File: src/rtl/core/jahd_pkg.sv
// shared constants, codes and controller/datapath types for the joystick block
package jahd_pkg;

  // default and field widths
  localparam int SAMPLE_BITS_DEF = 8;
  localparam int ACC_W           = 15;
  localparam int CNT_W           = 8;
  localparam int POS_W           = 7;
  localparam int DIR_W           = 3;
  localparam int CENTRE_W        = 8;
  localparam int WINDOW_W        = 8;
  localparam int HYST_W          = 7;
  localparam int DZ_W            = 6;
  localparam int CFG_IDX_W       = 2;
  localparam int CFG_DATA_W      = 8;
  // bits needed to hold the half-scale span of 50
  localparam int SPAN_W          = 6;

  // position scale
  localparam logic [POS_W-1:0]  CENTRE_POS = 7'd50;
  localparam logic [SPAN_W-1:0] MAP_SPAN   = 6'd50;

  // register reset values
  localparam logic [CENTRE_W-1:0] CENTRE_RST = 8'd172;
  localparam logic [WINDOW_W-1:0] WINDOW_RST = 8'd50;
  localparam logic [HYST_W-1:0]   HYST_RST   = 7'd4;
  localparam logic [DZ_W-1:0]     DZ_RST     = 6'd30;

  typedef enum logic [CFG_IDX_W-1:0] {
    CFG_CENTRE = 2'd0,
    CFG_WINDOW = 2'd1,
    CFG_HYST   = 2'd2,
    CFG_DEAD   = 2'd3
  } cfg_idx_t;

  typedef enum logic [DIR_W-1:0] {
    DIR_NEUTRAL = 3'd0,
    DIR_UP      = 3'd1,
    DIR_DOWN    = 3'd2,
    DIR_LEFT    = 3'd3,
    DIR_RIGHT   = 3'd4
  } dir_t;

  typedef enum logic [1:0] {
    SEL_MAP_Y = 2'd0,
    SEL_MAP_X = 2'd1,
    SEL_AVG_X = 2'd2,
    SEL_AVG_Y = 2'd3
  } div_sel_t;

  typedef enum logic [3:0] {
    ST_IDLE,
    ST_START_Y,
    ST_WAIT_Y,
    ST_START_X,
    ST_WAIT_X,
    ST_CHECK,
    ST_START_AX,
    ST_WAIT_AX,
    ST_START_AY,
    ST_WAIT_AY,
    ST_RESULT
  } state_t;

  typedef struct packed {
    logic     load_in;
    logic     div_start;
    div_sel_t div_sel;
    logic     cap_map_y;
    logic     cap_map_x;
    logic     cap_avg_x;
    logic     cap_avg_y;
    logic     publish;
  } cmd_t;

  typedef struct packed {
    logic div_done;
    logic win_hit;
    logic out_full;
  } status_t;

endpackage

File: src/rtl/core/jahd_in_if.sv
// sample channel: valid/ready handshake with one raw sample per axis
interface jahd_in_if #(
  parameter int SAMPLE_BITS = jahd_pkg::SAMPLE_BITS_DEF
);
  logic                   valid;
  logic                   ready;
  logic [SAMPLE_BITS-1:0] y_sample;
  logic [SAMPLE_BITS-1:0] x_sample;

  modport source (output valid, output y_sample, output x_sample, input ready);
  modport sink   (input valid, input y_sample, input x_sample, output ready);
endinterface

File: src/rtl/core/jahd_out_if.sv
// result channel: valid/ready handshake with positions and direction
interface jahd_out_if;
  logic                         valid;
  logic                         ready;
  logic [jahd_pkg::POS_W-1:0]   x_position;
  logic [jahd_pkg::POS_W-1:0]   y_position;
  logic [jahd_pkg::DIR_W-1:0]   direction;

  modport source (output valid, output x_position, output y_position, output direction,
                  input ready);
  modport sink   (input valid, input x_position, input y_position, input direction,
                  output ready);
endinterface

File: src/rtl/core/joystick_average_hysteresis_direction.sv
// joystick position block top level: window average, hysteresis and direction
// Each sample transaction carries one raw reading per axis. Both readings are mapped
// onto 0..100 (centre_level maps to 50, truncating) and summed; once window_length
// samples are in (zero counts as one), a result transaction gives the reported x/y
// positions (updated only when the new average moves by more than hysteresis_step)
// and a direction (0 neutral, 1 up, 2 down, 3 left, 4 right) with a dead band around 50.
// All division runs on one shared radix-2 divider, D = max(SAMPLE_BITS + 6, 15)
// quotient bits, one bit per clock. Each sample takes a y and an x mapping divide;
// the sample that closes a window adds an x and a y averaging divide, then publishes.
// A finished result sits in an output register, so the next sample is taken while it
// waits; a new result is held back only while the previous one is still untaken.
// Configuration writes must go in while the block is idle and take effect at once;
// the block itself does not enforce the idle condition.
module joystick_average_hysteresis_direction #(
  parameter int SAMPLE_BITS = jahd_pkg::SAMPLE_BITS_DEF
) (
  input  logic                            clk,
  input  logic                            rst_n,
  jahd_in_if.sink                         in_ch,
  jahd_out_if.source                      out_ch,
  input  logic                            cfg_we,
  input  logic [jahd_pkg::CFG_IDX_W-1:0]  cfg_index,
  input  logic [jahd_pkg::CFG_DATA_W-1:0] cfg_data
);
  // command and status between sequencer and datapath
  jahd_pkg::cmd_t    cmd;
  jahd_pkg::status_t status;

  // sequencer: sample transaction accepted only in idle
  jahd_ctrl u_ctrl (
    .clk      (clk),
    .rst_n    (rst_n),
    .in_valid (in_ch.valid),
    .in_ready (in_ch.ready),
    .status   (status),
    .cmd      (cmd)
  );

  // datapath with config registers, divider and result register
  jahd_datapath #(
    .SAMPLE_BITS (SAMPLE_BITS)
  ) u_datapath (
    .clk            (clk),
    .rst_n          (rst_n),
    .cfg_we         (cfg_we),
    .cfg_index      (cfg_index),
    .cfg_data       (cfg_data),
    .in_y_sample    (in_ch.y_sample),
    .in_x_sample    (in_ch.x_sample),
    .cmd            (cmd),
    .status         (status),
    .out_ready      (out_ch.ready),
    .out_valid      (out_ch.valid),
    .out_x_position (out_ch.x_position),
    .out_y_position (out_ch.y_position),
    .out_direction  (out_ch.direction)
  );
endmodule

File: src/rtl/core/jahd_div.sv
// restoring radix-2 unsigned divider, one quotient bit per cycle
module jahd_div #(
  parameter int DVD_W = jahd_pkg::ACC_W,
  parameter int DVS_W = jahd_pkg::SAMPLE_BITS_DEF
) (
  input  logic             clk,
  input  logic             rst_n,
  input  logic             start,
  input  logic [DVD_W-1:0] dividend,
  input  logic [DVS_W-1:0] divisor,
  output logic             done,
  output logic [DVD_W-1:0] quotient
);
  localparam int CNT_W = $clog2(DVD_W + 1);

  logic [DVD_W-1:0] dvd_r;
  logic [DVS_W-1:0] dvs_r;
  logic [DVS_W-1:0] rem_r;
  logic [CNT_W-1:0] cnt_r;
  logic             busy_r;
  logic             done_r;

  logic [DVS_W:0] trial;
  logic [DVS_W:0] diff;
  logic           fits;

  assign trial = {rem_r, dvd_r[DVD_W-1]};
  assign fits  = trial >= {1'b0, dvs_r};
  assign diff  = trial - {1'b0, dvs_r};

  always_ff @(posedge clk) begin
    if (!rst_n) begin
      busy_r <= 1'b0;
      done_r <= 1'b0;
      cnt_r  <= '0;
    end else begin
      done_r <= 1'b0;
      if (start) begin
        busy_r <= 1'b1;
        cnt_r  <= CNT_W'(DVD_W);
      end else if (busy_r) begin
        cnt_r <= cnt_r - CNT_W'(1);
        if (cnt_r == CNT_W'(1)) begin
          busy_r <= 1'b0;
          done_r <= 1'b1;
        end
      end
    end
  end

  // quotient bits shift in where the dividend bits shift out
  always_ff @(posedge clk) begin
    if (start) begin
      dvd_r <= dividend;
      dvs_r <= divisor;
      rem_r <= '0;
    end else if (busy_r) begin
      rem_r <= fits ? diff[DVS_W-1:0] : trial[DVS_W-1:0];
      dvd_r <= {dvd_r[DVD_W-2:0], fits};
    end
  end

  assign done     = done_r;
  assign quotient = dvd_r;
endmodule

File: src/rtl/core/jahd_datapath.sv
// config registers, operand select, divider, accumulators, hysteresis and result register
module jahd_datapath #(
  parameter int SAMPLE_BITS = jahd_pkg::SAMPLE_BITS_DEF
) (
  input  logic                             clk,
  input  logic                             rst_n,
  input  logic                             cfg_we,
  input  logic [jahd_pkg::CFG_IDX_W-1:0]   cfg_index,
  input  logic [jahd_pkg::CFG_DATA_W-1:0]  cfg_data,
  input  logic [SAMPLE_BITS-1:0]           in_y_sample,
  input  logic [SAMPLE_BITS-1:0]           in_x_sample,
  input  jahd_pkg::cmd_t                   cmd,
  output jahd_pkg::status_t                status,
  input  logic                             out_ready,
  output logic                             out_valid,
  output logic [jahd_pkg::POS_W-1:0]       out_x_position,
  output logic [jahd_pkg::POS_W-1:0]       out_y_position,
  output logic [jahd_pkg::DIR_W-1:0]       out_direction
);
  localparam int DVS_W = SAMPLE_BITS;
  localparam int DVD_W = (SAMPLE_BITS + jahd_pkg::SPAN_W > jahd_pkg::ACC_W) ?
                         SAMPLE_BITS + jahd_pkg::SPAN_W : jahd_pkg::ACC_W;
  localparam int POS_W = jahd_pkg::POS_W;
  localparam int CMP_W = POS_W + 1;
  localparam logic [SAMPLE_BITS-1:0] SAMPLE_MAX = '1;

  // configuration
  logic [jahd_pkg::CENTRE_W-1:0] centre_r;
  logic [jahd_pkg::WINDOW_W-1:0] window_r;
  logic [jahd_pkg::HYST_W-1:0]   hyst_r;
  logic [jahd_pkg::DZ_W-1:0]     dead_r;

  always_ff @(posedge clk) begin
    if (!rst_n) begin
      centre_r <= jahd_pkg::CENTRE_RST;
      window_r <= jahd_pkg::WINDOW_RST;
      hyst_r   <= jahd_pkg::HYST_RST;
      dead_r   <= jahd_pkg::DZ_RST;
    end else if (cfg_we) begin
      case (jahd_pkg::cfg_idx_t'(cfg_index))
        jahd_pkg::CFG_CENTRE: centre_r <= cfg_data[jahd_pkg::CENTRE_W-1:0];
        jahd_pkg::CFG_WINDOW: window_r <= cfg_data[jahd_pkg::WINDOW_W-1:0];
        jahd_pkg::CFG_HYST:   hyst_r   <= cfg_data[jahd_pkg::HYST_W-1:0];
        jahd_pkg::CFG_DEAD:   dead_r   <= cfg_data[jahd_pkg::DZ_W-1:0];
        default: ;
      endcase
    end
  end

  // latched samples
  logic [SAMPLE_BITS-1:0] samp_y_r;
  logic [SAMPLE_BITS-1:0] samp_x_r;

  always_ff @(posedge clk) begin
    if (cmd.load_in) begin
      samp_y_r <= in_y_sample;
      samp_x_r <= in_x_sample;
    end
  end

  // state
  logic [jahd_pkg::ACC_W-1:0] acc_x_r;
  logic [jahd_pkg::ACC_W-1:0] acc_y_r;
  logic [jahd_pkg::CNT_W-1:0] count_r;
  logic [POS_W-1:0]           last_x_r;
  logic [POS_W-1:0]           last_y_r;
  logic [POS_W-1:0]           avg_x_r;
  logic [POS_W-1:0]           avg_y_r;

  // operand select for the shared divider
  logic [SAMPLE_BITS-1:0] centre_ext;
  logic [SAMPLE_BITS-1:0] samp_sel;
  logic [SAMPLE_BITS-1:0] span;
  logic                   upper_sel;
  logic [DVD_W-1:0]       dvd;
  logic [DVS_W-1:0]       dvs;
  logic                   div_done;
  logic [DVD_W-1:0]       quo;

  assign centre_ext = SAMPLE_BITS'(centre_r);
  assign samp_sel   = (cmd.div_sel == jahd_pkg::SEL_MAP_Y) ? samp_y_r : samp_x_r;
  assign upper_sel  = samp_sel >= centre_ext;
  assign span       = SAMPLE_MAX - centre_ext;

  always_comb begin
    case (cmd.div_sel)
      jahd_pkg::SEL_MAP_Y, jahd_pkg::SEL_MAP_X: begin
        if (upper_sel) begin
          dvd = DVD_W'(samp_sel - centre_ext) * DVD_W'(jahd_pkg::MAP_SPAN);
          // centre at full scale: only the centre itself lands here, numerator is zero
          dvs = (span == '0) ? DVS_W'(1) : span;
        end else begin
          dvd = DVD_W'(samp_sel) * DVD_W'(jahd_pkg::MAP_SPAN);
          dvs = centre_ext;
        end
      end
      jahd_pkg::SEL_AVG_X: begin
        dvd = DVD_W'(acc_x_r);
        dvs = DVS_W'(count_r);
      end
      jahd_pkg::SEL_AVG_Y: begin
        dvd = DVD_W'(acc_y_r);
        dvs = DVS_W'(count_r);
      end
      default: begin
        dvd = '0;
        dvs = DVS_W'(1);
      end
    endcase
  end

  jahd_div #(
    .DVD_W (DVD_W),
    .DVS_W (DVS_W)
  ) u_div (
    .clk      (clk),
    .rst_n    (rst_n),
    .start    (cmd.div_start),
    .dividend (dvd),
    .divisor  (dvs),
    .done     (div_done),
    .quotient (quo)
  );

  // mapped value from the quotient, upper half sits above the centre
  logic             upper_y;
  logic             upper_x;
  logic [POS_W-1:0] q_pos;
  logic [POS_W-1:0] map_y;
  logic [POS_W-1:0] map_x;

  assign upper_y = samp_y_r >= centre_ext;
  assign upper_x = samp_x_r >= centre_ext;
  assign q_pos   = quo[POS_W-1:0];
  assign map_y   = upper_y ? jahd_pkg::CENTRE_POS + q_pos : q_pos;
  assign map_x   = upper_x ? jahd_pkg::CENTRE_POS + q_pos : q_pos;

  // hysteresis and direction
  function automatic logic [POS_W-1:0] hyst_pick(
    input logic [POS_W-1:0]            prev,
    input logic [POS_W-1:0]            avg,
    input logic [jahd_pkg::HYST_W-1:0] step
  );
    logic [POS_W-1:0] diff;
    diff = (prev > avg) ? prev - avg : avg - prev;
    return (diff > step) ? avg : prev;
  endfunction

  logic [POS_W-1:0]    new_x;
  logic [POS_W-1:0]    new_y;
  logic [CMP_W-1:0]    ax;
  logic [CMP_W-1:0]    ay;
  logic [CMP_W-1:0]    dz;
  logic [CMP_W-1:0]    mid;
  jahd_pkg::dir_t      dir;

  assign new_x = hyst_pick(last_x_r, avg_x_r, hyst_r);
  assign new_y = hyst_pick(last_y_r, avg_y_r, hyst_r);
  assign ax    = CMP_W'(avg_x_r);
  assign ay    = CMP_W'(avg_y_r);
  assign dz    = CMP_W'(dead_r);
  assign mid   = CMP_W'(jahd_pkg::CENTRE_POS);

  // lower bound compared as value + dead zone < centre, so it never goes negative
  always_comb begin
    if (ay > ax && ay > mid + dz) begin
      dir = jahd_pkg::DIR_UP;
    end else if (ax > ay && ay + dz < mid) begin
      dir = jahd_pkg::DIR_DOWN;
    end else if (ax < ay && ax + dz < mid) begin
      dir = jahd_pkg::DIR_LEFT;
    end else if (ax > ay && ax > mid + dz) begin
      dir = jahd_pkg::DIR_RIGHT;
    end else begin
      dir = jahd_pkg::DIR_NEUTRAL;
    end
  end

  // accumulators, counter and reported positions
  always_ff @(posedge clk) begin
    if (!rst_n) begin
      acc_x_r  <= '0;
      acc_y_r  <= '0;
      count_r  <= '0;
      last_x_r <= jahd_pkg::CENTRE_POS;
      last_y_r <= jahd_pkg::CENTRE_POS;
    end else begin
      if (cmd.cap_map_y) begin
        acc_y_r <= acc_y_r + jahd_pkg::ACC_W'(map_y);
      end
      if (cmd.cap_map_x) begin
        acc_x_r <= acc_x_r + jahd_pkg::ACC_W'(map_x);
        count_r <= count_r + jahd_pkg::CNT_W'(1);
      end
      if (cmd.publish) begin
        acc_x_r  <= '0;
        acc_y_r  <= '0;
        count_r  <= '0;
        last_x_r <= new_x;
        last_y_r <= new_y;
      end
    end
  end

  always_ff @(posedge clk) begin
    if (cmd.cap_avg_x) begin
      avg_x_r <= q_pos;
    end
    if (cmd.cap_avg_y) begin
      avg_y_r <= q_pos;
    end
  end

  // result register
  logic                         out_valid_r;
  logic [POS_W-1:0]             out_x_r;
  logic [POS_W-1:0]             out_y_r;
  logic [jahd_pkg::DIR_W-1:0]   out_dir_r;

  always_ff @(posedge clk) begin
    if (!rst_n) begin
      out_valid_r <= 1'b0;
    end else if (cmd.publish) begin
      out_valid_r <= 1'b1;
    end else if (out_ready) begin
      out_valid_r <= 1'b0;
    end
  end

  always_ff @(posedge clk) begin
    if (cmd.publish) begin
      out_x_r   <= new_x;
      out_y_r   <= new_y;
      out_dir_r <= dir;
    end
  end

  // window length zero acts as one
  logic [jahd_pkg::WINDOW_W-1:0] win;
  assign win = (window_r == '0) ? jahd_pkg::WINDOW_W'(1) : window_r;

  assign status.div_done = div_done;
  assign status.win_hit  = count_r >= win;
  assign status.out_full = out_valid_r && !out_ready;

  assign out_valid      = out_valid_r;
  assign out_x_position = out_x_r;
  assign out_y_position = out_y_r;
  assign out_direction  = out_dir_r;
endmodule

File: src/rtl/core/jahd_ctrl.sv
// sequencing state machine: per-sample mapping divides, window-end averaging and publish
module jahd_ctrl (
  input  logic              clk,
  input  logic              rst_n,
  input  logic              in_valid,
  output logic              in_ready,
  input  jahd_pkg::status_t status,
  output jahd_pkg::cmd_t    cmd
);
  jahd_pkg::state_t state_r;
  jahd_pkg::state_t state_nxt;

  always_ff @(posedge clk) begin
    if (!rst_n) begin
      state_r <= jahd_pkg::ST_IDLE;
    end else begin
      state_r <= state_nxt;
    end
  end

  always_comb begin
    state_nxt = state_r;
    case (state_r)
      jahd_pkg::ST_IDLE:     if (in_valid) state_nxt = jahd_pkg::ST_START_Y;
      jahd_pkg::ST_START_Y:  state_nxt = jahd_pkg::ST_WAIT_Y;
      jahd_pkg::ST_WAIT_Y:   if (status.div_done) state_nxt = jahd_pkg::ST_START_X;
      jahd_pkg::ST_START_X:  state_nxt = jahd_pkg::ST_WAIT_X;
      jahd_pkg::ST_WAIT_X:   if (status.div_done) state_nxt = jahd_pkg::ST_CHECK;
      jahd_pkg::ST_CHECK: begin
        state_nxt = status.win_hit ? jahd_pkg::ST_START_AX : jahd_pkg::ST_IDLE;
      end
      jahd_pkg::ST_START_AX: state_nxt = jahd_pkg::ST_WAIT_AX;
      jahd_pkg::ST_WAIT_AX:  if (status.div_done) state_nxt = jahd_pkg::ST_START_AY;
      jahd_pkg::ST_START_AY: state_nxt = jahd_pkg::ST_WAIT_AY;
      jahd_pkg::ST_WAIT_AY:  if (status.div_done) state_nxt = jahd_pkg::ST_RESULT;
      jahd_pkg::ST_RESULT:   if (!status.out_full) state_nxt = jahd_pkg::ST_IDLE;
      default:               state_nxt = jahd_pkg::ST_IDLE;
    endcase
  end

  always_comb begin
    cmd      = '0;
    cmd.div_sel = jahd_pkg::SEL_MAP_Y;
    in_ready = 1'b0;
    case (state_r)
      jahd_pkg::ST_IDLE: begin
        in_ready    = 1'b1;
        cmd.load_in = in_valid;
      end
      jahd_pkg::ST_START_Y: begin
        cmd.div_start = 1'b1;
        cmd.div_sel   = jahd_pkg::SEL_MAP_Y;
      end
      jahd_pkg::ST_WAIT_Y: begin
        cmd.cap_map_y = status.div_done;
      end
      jahd_pkg::ST_START_X: begin
        cmd.div_start = 1'b1;
        cmd.div_sel   = jahd_pkg::SEL_MAP_X;
      end
      jahd_pkg::ST_WAIT_X: begin
        cmd.div_sel   = jahd_pkg::SEL_MAP_X;
        cmd.cap_map_x = status.div_done;
      end
      jahd_pkg::ST_START_AX: begin
        cmd.div_start = 1'b1;
        cmd.div_sel   = jahd_pkg::SEL_AVG_X;
      end
      jahd_pkg::ST_WAIT_AX: begin
        cmd.div_sel   = jahd_pkg::SEL_AVG_X;
        cmd.cap_avg_x = status.div_done;
      end
      jahd_pkg::ST_START_AY: begin
        cmd.div_start = 1'b1;
        cmd.div_sel   = jahd_pkg::SEL_AVG_Y;
      end
      jahd_pkg::ST_WAIT_AY: begin
        cmd.div_sel   = jahd_pkg::SEL_AVG_Y;
        cmd.cap_avg_y = status.div_done;
      end
      jahd_pkg::ST_RESULT: begin
        cmd.publish = !status.out_full;
      end
      default: ;
    endcase
  end
endmodule
File: src/flat_wrapper.sv
// flat-port wrapper written by rule: the top's interface ports become plain ports
module joystick_average_hysteresis_direction_flat 
#(
  parameter int SAMPLE_BITS = jahd_pkg::SAMPLE_BITS_DEF
)
  (clk, rst_n, cfg_we, cfg_index, cfg_data, in_ch_valid, in_ch_y_sample, in_ch_x_sample, in_ch_ready, out_ch_valid, out_ch_x_position, out_ch_y_position, out_ch_direction, out_ch_ready);
  jahd_in_if #(.SAMPLE_BITS(SAMPLE_BITS)) in_ch_i ();
  jahd_out_if out_ch_i ();
  input  logic clk;
  input  logic rst_n;
  input  logic cfg_we;
  input  logic [jahd_pkg::CFG_IDX_W-1:0] cfg_index;
  input  logic [jahd_pkg::CFG_DATA_W-1:0] cfg_data;
  input wire logic [$bits(in_ch_i.valid)-1:0] in_ch_valid;
  input wire logic [$bits(in_ch_i.y_sample)-1:0] in_ch_y_sample;
  input wire logic [$bits(in_ch_i.x_sample)-1:0] in_ch_x_sample;
  output wire logic [$bits(in_ch_i.ready)-1:0] in_ch_ready;
  output wire logic [$bits(out_ch_i.valid)-1:0] out_ch_valid;
  output wire logic [$bits(out_ch_i.x_position)-1:0] out_ch_x_position;
  output wire logic [$bits(out_ch_i.y_position)-1:0] out_ch_y_position;
  output wire logic [$bits(out_ch_i.direction)-1:0] out_ch_direction;
  input wire logic [$bits(out_ch_i.ready)-1:0] out_ch_ready;
  assign in_ch_i.valid = in_ch_valid;
  assign in_ch_i.y_sample = in_ch_y_sample;
  assign in_ch_i.x_sample = in_ch_x_sample;
  assign in_ch_ready = in_ch_i.ready;
  assign out_ch_valid = out_ch_i.valid;
  assign out_ch_x_position = out_ch_i.x_position;
  assign out_ch_y_position = out_ch_i.y_position;
  assign out_ch_direction = out_ch_i.direction;
  assign out_ch_i.ready = out_ch_ready;
  joystick_average_hysteresis_direction #(.SAMPLE_BITS(SAMPLE_BITS)) u_core (.clk(clk), .rst_n(rst_n), .in_ch(in_ch_i), .out_ch(out_ch_i), .cfg_we(cfg_we), .cfg_index(cfg_index), .cfg_data(cfg_data));
endmodule
File: config.mk
export PLATFORM = sky130hd
export DESIGN_NAME = joystick_average_hysteresis_direction_flat
export DESIGN_NICKNAME = d
export VERILOG_FILES = /design/src/rtl/core/jahd_pkg.sv /design/src/rtl/core/jahd_in_if.sv /design/src/rtl/core/jahd_out_if.sv /design/src/rtl/core/joystick_average_hysteresis_direction.sv /design/src/rtl/core/jahd_div.sv /design/src/rtl/core/jahd_datapath.sv /design/src/rtl/core/jahd_ctrl.sv /design/src/flat_wrapper.sv
export SDC_FILE = /design/constraint.sdc
export NUM_CORES = 1
export LEC_CHECK = 0
export BUFFER_PORTS_ARGS = -buffer_cell sky130_fd_sc_hd__buf_4
export CAP_MARGIN = 5
export CORE_MARGIN = 4
export CORE_UTILIZATION = 45
export DETAILED_ROUTE_END_ITERATION = 6
export PLACE_DENSITY = 0.64
export SETUP_SLACK_MARGIN = 0.15
export SYNTH_ARGS = -nofsm -noshare
export SYNTH_HDL_FRONTEND = slang
export SYNTH_SLANG_ARGS = --single-unit
File: constraint.sdc
create_clock -name clk -period 12 [get_ports clk]
set_input_delay 2.4 -clock clk [delete_from_list [all_inputs] [get_ports clk]]
set_output_delay 2.4 -clock clk [all_outputs]
set_load 0.1 [all_outputs]
==> impl_metrics.env, run 1 <==
export IMPL_design_core_area_um2=28200
export IMPL_synth_area_per_cell_um2=9.22
export IMPL_slew_violations=0
export IMPL_num_rows=61
export IMPL_io_pins=50
export IMPL_synth_top_family_by_area="adder cells"
export IMPL_tns_ns=0
export IMPL_use_met2_pct=35.6
export IMPL_synthAdderAreaFrac_pct=20.8
export IMPL_cp_max_fo=26
export IMPL_critPathMaxStageDelay_ns=0.88
export IMPL_ys_types=74
export IMPL_hold_viol=0
export IMPL_tritoncts="done"
export IMPL_drt_pass1_iter_count=5
export IMPL_netlist_area_um2=13000
export IMPL_synth_ff_type="dfxtp_1"
export IMPL_diodes=0
export IMPL_ys_warnings_count=0
export IMPL_htreeDepth=4
export IMPL_synth_commonest_cells="ha_1 (186), inv_1 (138), a21oi_1 (102), dfxtp_1 (100), nand2_1 (99)"
export IMPL_clockBufferDepth=2
export IMPL_setup_worst_path_class="reg2reg"
export IMPL_place_congestion=0.855
export IMPL_dpl_instance_area_um2=13700
export IMPL_busiest_layer="met2"
export IMPL_cts_made_buffers=17
export IMPL_synth_compound_area_share_pct=16.8
export IMPL_clock_latency_ns=0.44
export IMPL_leakagePower_nw=6.33
export IMPL_initial_core_util_pct=46.2
export IMPL_ir_worst_vdd_mv=0.666
export IMPL_cp_slowest_cell="dfxtp_1"
export IMPL_path_clk_slew_ns=0.07
export IMPL_critPathTopFamily="adder cells"
export IMPL_synthTopCellsByArea="ha_1 (18%), edfxtp_1 (16%), dfxtp_1 (15%)"
export IMPL_remaining_drc_errors=0
export IMPL_syn2layout_area_growth_pct=9.36
export IMPL_layout_setup_ws_ns=5.89
export IMPL_whs_ns=0.480
export IMPL_final_antenna_net_count=0
export IMPL_syn_inst=1411
export IMPL_vias=10100
export IMPL_finalCritPeriodShare_pct=50.9
export IMPL_ctsResizeCount=0
export IMPL_status="finished clean"
export IMPL_die_area_um2=31700
export IMPL_cts_setup_buffers=0
export IMPL_port_buffers=49
export IMPL_power_density_nw_per_um2=258
export IMPL_final_nets=1679
export IMPL_drive_gt1_share_pct=8.45
export IMPL_setup_viol=0
export IMPL_wl_per_cell_um=17.3
export IMPL_synthArstFlopShare_pct=0
export IMPL_max_cap_violations=0
export IMPL_synthMuxAreaShare_pct=4.58
export IMPL_cts_root_buf="clkbuf_16"
export IMPL_cp_common_cell="ha_1"
export IMPL_grt_pass1_vias=10100
export IMPL_drt_iter0_markers=668
export IMPL_drt_total_wl_mm=31.8
export IMPL_fmax_ghz=0.164
export IMPL_cts_sinks=170
export IMPL_use_met3_pct=2.63
export IMPL_cts_hold_buffers=0
export IMPL_grt_setup_unrepaired="no"
export IMPL_cp_end_kind="flop"
export IMPL_synth_xor_area_share_pct=6.45
export IMPL_power_total_mw=3.67
export IMPL_yosysMostFrequentCell="ha_1"
export IMPL_hold_class="reg2reg"
export IMPL_cp_arrival_ns=6.30
export IMPL_final_core_util_pct=50.5
export IMPL_tightest_slew_ns=1.08
export IMPL_die_w_um=178
export IMPL_viasPerCell=5.52
export IMPL_synth_edf_count=70
export IMPL_dp_hpwl_mm=24.3
export IMPL_antenna_found_initial=0
export IMPL_fin_crit_ns=6.11
export IMPL_dp_cells=1802
export IMPL_die_h_um=178
export IMPL_synth_top_area_cell="ha_1"
export IMPL_grt_start_max_net_pins=58
export IMPL_path_buf_inv=2
export IMPL_stdcell_count=1834
export IMPL_synth_simple_area_share_pct=14.2
export IMPL_relSlewSlack_pct=27.3
export IMPL_grt_util_all_layers_pct=20.7
export IMPL_syn_nets=1647
export IMPL_cp_start_kind="flop"
export IMPL_synth_top_area_share_pct=17.9
export IMPL_finalClockSkew_ns=0.0179
export IMPL_dp_slack_ns=5.93
export IMPL_yosysSeqAreaShare_pct=31.5
export IMPL_cp_cell_sequence="mux2i_1, o21ai_2, a21oi_1, ha_1, fa_1, nand2b_1, a21oi_1, a21o_1, a21oi_1, xnor2_1, ha_1, ha_1, inv_1, fa_1, inv_1, ha_1, and3_1, a211oi_1, xor2_1, nor2_1, a211oi_1, o21ai_0"
export IMPL_stdcell_area_um2=14200
export IMPL_use_met1_pct=27.0
export IMPL_grt_overflow_total=0
export IMPL_required_ns=12.18
export IMPL_synth_seq_cells=170
export IMPL_grt_pass1_wl_mm=52.1
-- final timing paths --
path | start | end | slack [ns] | cells after the start
max | u_core.u_ctrl.state_r[0] | u_core.u_datapath.u_div.quotient[11] | 5.89 | 22
min | u_core.u_datapath.acc_x_r[4] | u_core.u_datapath.acc_x_r[4] | 0.48 | 2
max reg2reg | u_core.u_ctrl.state_r[0] | u_core.u_datapath.u_div.quotient[11] | 5.89 | 22
min reg2reg | u_core.u_datapath.acc_x_r[4] | u_core.u_datapath.acc_x_r[4] | 0.48 | 2
-- kinds of logic after synthesis --
logic type      Yosys count
compound gates          334
buf+inv                 179
flops                   170
mux                      58
xor+xnor                 95
fa+ha+maj               205
simple gates            370
-- power breakdown --
group          switching (mW)  internal (mW)
sequential             0.0970          0.729
combinational            1.33          0.992
clock                   0.253          0.272
total                    1.68           1.99
-- worst register-to-register path, cell delays in order, from the launching register on --
cell      delay, ns
dfxtp_1        0.88
mux2i_1        0.19
o21ai_2        0.47
a21oi_1        0.21
ha_1           0.24
fa_1           0.40
nand2b_1       0.18
a21oi_1        0.27
a21o_1         0.17
a21oi_1        0.10
xnor2_1        0.15
ha_1           0.30
ha_1           0.28
inv_1          0.05
fa_1           0.50
inv_1          0.04
ha_1           0.33
and3_1         0.20
a211oi_1       0.34
xor2_1         0.17
nor2_1         0.06
a211oi_1       0.23
o21ai_0        0.10
-- placed cells by master, fill, tap and decap left out, types with 5 or more instances in the layout --
cell type / count
nor3_1: 13
o211ai_1: 8
o21ai_0: 67
fa_1: 19
nand2b_1: 20
a21oi_1: 102
xnor2_1: 39
nor4_1: 7
edfxtp_1: 70
nor4b_1: 5
mux2_2: 12
nand2_1: 99
nor3b_1: 10
dfxtp_1: 100
clkbuf_16: 17
and3_1: 10
nand3_1: 37
and2_1: 7
a211oi_1: 18
nor2_1: 88
o21bai_1: 7
a22oi_1: 9
a21o_1: 37
nand4_1: 17
mux2i_1: 46
o31ai_1: 5
a21boi_0: 11
nor2b_1: 34
inv_1: 138
xor2_1: 55
buf_4: 54
o21a_1: 15
ha_1: 186
-- layer usage --
metal / routed length [um] / up-vias
met2: 15400 / 228
li1: - / 5075
met5: 0 / -
met4: 701 / 0
met1: 14500 / 4766
met3: 1160 / 48
-- cell type report --
class	count	area [um2]
clock buffer	19	443
clock inverter	13	93.8
fill	2682	13900
inverter	138	518
multi-input combinational	1062	8190
sequential	170	4100
tap	378	473
timing repair buffer	54	405
(Power assumes the default switching activity.)
==> run 2, diff against run 1 <==
--- a/config.mk
+++ b/config.mk
@@ -10,7 +10,7 @@
 export CORE_MARGIN = 4
 export CORE_UTILIZATION = 45
 export DETAILED_ROUTE_END_ITERATION = 6
-export PLACE_DENSITY = 0.64
+export PLACE_DENSITY = 0.66
 export SETUP_SLACK_MARGIN = 0.15
 export SYNTH_ARGS = -nofsm -noshare
 export SYNTH_HDL_FRONTEND = slang
==> constraint.sdc (replaced) <==
create_clock -name clk -period 4.9 [get_ports clk]
set_input_delay 0.98 -clock clk [delete_from_list [all_inputs] [get_ports clk]]
set_output_delay 0.98 -clock clk [all_outputs]
set_load 0.1 [all_outputs]
==> run 2 against run 1 <==
Critical endpoint unchanged. First-iteration DRC count down 21%. Global-route usage decreased by 0.30 points. Sequential power up 140%. Die area is the same. Total power grew to 3.0 times the previous value.
==> impl_metrics.env, run 2 (same netlist as run 1, synthesis figures left out) <==
export IMPL_finalClockSkew_ns=0.0165
export IMPL_p_int_mw=6.18
export IMPL_p_sw_share_pct=43.9
export IMPL_power_total_mw=11.0
export IMPL_whs_path_depth=2
export IMPL_drt_total_wl_mm=31.5
export IMPL_cp_max_fo=5
export IMPL_final_nets=1730
export IMPL_wl_per_cell_um=16.7
export IMPL_slew_violations=0
export IMPL_num_rows=61
export IMPL_cp_common_cell="ha_1"
export IMPL_leakagePower_nw=6.68
export IMPL_remaining_drc_errors=0
export IMPL_cts_made_buffers=17
export IMPL_die_w_um=178
export IMPL_critPathMaxStageDelay_ns=0.49
export IMPL_rrSetupSlack_ns=0.09
export IMPL_final_core_util_pct=53.5
export IMPL_power_switching_mw=4.84
export IMPL_holdPathEnd="u_core.u_datapath.u_div.rem_r[7]"
export IMPL_tightest_slew_ns=1.02
export IMPL_final_antenna_net_count=0
export IMPL_initial_core_util_pct=46.2
export IMPL_fin_crit_ns=4.81
export IMPL_p_clk_share_pct=12.9
export IMPL_grt_pass1_wl_mm=52.2
export IMPL_max_cap_violations=0
export IMPL_stdcell_area_um2=15100
export IMPL_drt_iter0_markers=527
export IMPL_relSlewSlack_pct=32.0
export IMPL_dp_cells=1833
export IMPL_rr_worst_depth=23
export IMPL_grt_overflow_total=0
export IMPL_diodes=0
export IMPL_stdcell_count=1885
export IMPL_design_core_area_um2=28200
export IMPL_place_congestion=0.844
export IMPL_p_comb_share_pct=69.1
export IMPL_worst_hold_startpoint="u_core.u_datapath.u_div.rem_r[7]"
export IMPL_htreeDepth=4
export IMPL_hold_viol=0
export IMPL_setup_viol=0
export IMPL_grt_util_all_layers_pct=20.4
export IMPL_cts_root_buf="clkbuf_16"
export IMPL_viasPerCell=5.49
export IMPL_dpl_instance_area_um2=14100
export IMPL_drt_pass1_iter_count=6
export IMPL_layout_setup_ws_ns=0.0917
export IMPL_grt_setup_unrepaired="yes"
export IMPL_tns_ns=0
export IMPL_die_area_um2=31700
export IMPL_dp_hpwl_mm=24.0
export IMPL_syn2layout_area_growth_pct=15.8
export IMPL_r2r_start="u_core.u_ctrl.state_r[0]"
export IMPL_cp_cell_sequence="mux2i_4, o21ai_4, buf_12, mux2i_4, inv_1, ha_1, nand2b_1, a21oi_4, o31a_1, buf_4, a21oi_4, ha_1, ha_1, inv_1, fa_1, inv_2, ha_4, and3_4, a211oi_4, xor2_1, nor2_1, a211oi_1, o21ai_1"
export IMPL_fmax_ghz=0.208
export IMPL_tritoncts="done"
export IMPL_dp_slack_ns=-0.137
export IMPL_ir_worst_vdd_mv=2.36
export IMPL_vias=10400
export IMPL_status="finished clean"
export IMPL_clockBufferDepth=2
export IMPL_final_common_cell="ha_1"
export IMPL_cp_end_kind="flop"
export IMPL_clock_latency_ns=0.44
export IMPL_cp_start_kind="flop"
export IMPL_antenna_found_initial=0
export IMPL_finalCritPeriodShare_pct=98.1
export IMPL_path_clk_slew_ns=0.07
export IMPL_cts_hold_buffers=0
export IMPL_cp_arrival_ns=5.00
export IMPL_port_buffers=49
export IMPL_io_pins=50
export IMPL_sequentialPowerShare_pct=18.0
export IMPL_power_density_nw_per_um2=732
export IMPL_cp_slowest_cell="fa_1"
export IMPL_final_cell_mix="ha_1 (177), inv_1 (137), buf_4 (102)"
export IMPL_setup_worst_path_class="reg2reg"
export IMPL_die_h_um=178
export IMPL_hold_class="reg2reg"
export IMPL_grt_start_max_net_pins=58
export IMPL_whs_ns=0.479
export IMPL_reg2reg_to="u_core.u_datapath.u_div.quotient[11]"
export IMPL_grt_pass1_vias=10400
export IMPL_drive_gt1_share_pct=14.9
export IMPL_required_ns=5.09
export IMPL_cts_sinks=170
-- run 2: changes by cell type in the layout (fill, tap and decap cells not counted), moves of 5 or more --
cell / delta
a211oi_1: -7
a211oi_2: +6
a21oi_1: -7
buf_4: +48
ha_1: -9
ha_4: +6
nor2_1: -6
nor2_2: +6
o21ai_0: -7
o21ai_1: +5
-- run 2: layer usage --
| metal | wire length [um] | vias to the layer above | global-route usage (%) |
|---|---|---|---|
| met2 | 15900 | 199 | 36.7 |
| met4 | 783 | 0 | 6.09 |
| met1 | 13900 | 4923 | 25.4 |
| li1 | - | 5185 | - |
| met3 | 963 | 46 | 2.52 |
| met5 | 0 | - | 0 |
-- run 2: worst max-delay path by stage --
stage                                  start  slack (ns)                                    to
detailed placement  u_core.u_ctrl.state_r[0]       -0.14  u_core.u_datapath.u_div.quotient[12]
global placement    u_core.u_ctrl.state_r[0]        0.06  u_core.u_datapath.u_div.quotient[11]
floorplan           u_core.u_ctrl.state_r[0]        0.15  u_core.u_datapath.u_div.quotient[11]
CTS                 u_core.u_ctrl.state_r[0]        0.12  u_core.u_datapath.u_div.quotient[11]
finish              u_core.u_ctrl.state_r[0]        0.09  u_core.u_datapath.u_div.quotient[11]
global route        u_core.u_ctrl.state_r[0]       -0.13  u_core.u_datapath.u_div.quotient[11]
-- run 2: what timing repair did --
action                     CTS  global route
setup endpoints to repair    6             6
buffers inserted            13             6
gates cloned                 1             0
resized for setup           25            22
pin swaps                   26            18
-- run 2: power groups by stage --
stage / Combinational [mW] / Clock (mW) / Sequential (mW)
floorplan: 4.82 / 0 / 1.91
global placement: 6.19 / 0 / 2.00
detailed placement: 6.34 / 0 / 2.01
CTS: 6.95 / 1.45 / 1.98
global route: 8.44 / 1.50 / 2.01
finish: 7.61 / 1.42 / 1.99
-- run 2: critical path, delay by kind of cell (launching register included) --
kind                       cells  cell delay [ns]
AOI/OAI and AO/OA              7             1.24
xor gates and xnor gates       1             0.18
buffers and inverters          5             0.47
muxes                          2             0.44
and+or+nand+nor                3             0.36
adders and majority gates      5             1.52
DFF                            1             0.34
-- run 2: area by class of cell --
cell class / count / area [um2]
Clock inverter: 9 / 83.8
Fill cell: 2547 / 13100
Inverter: 138 / 518
Timing Repair Buffer: 104 / 797
Multi-Input combinational cell: 1063 / 8540
Sequential cell: 170 / 4110
Tap cell: 378 / 473
Clock buffer: 23 / 543
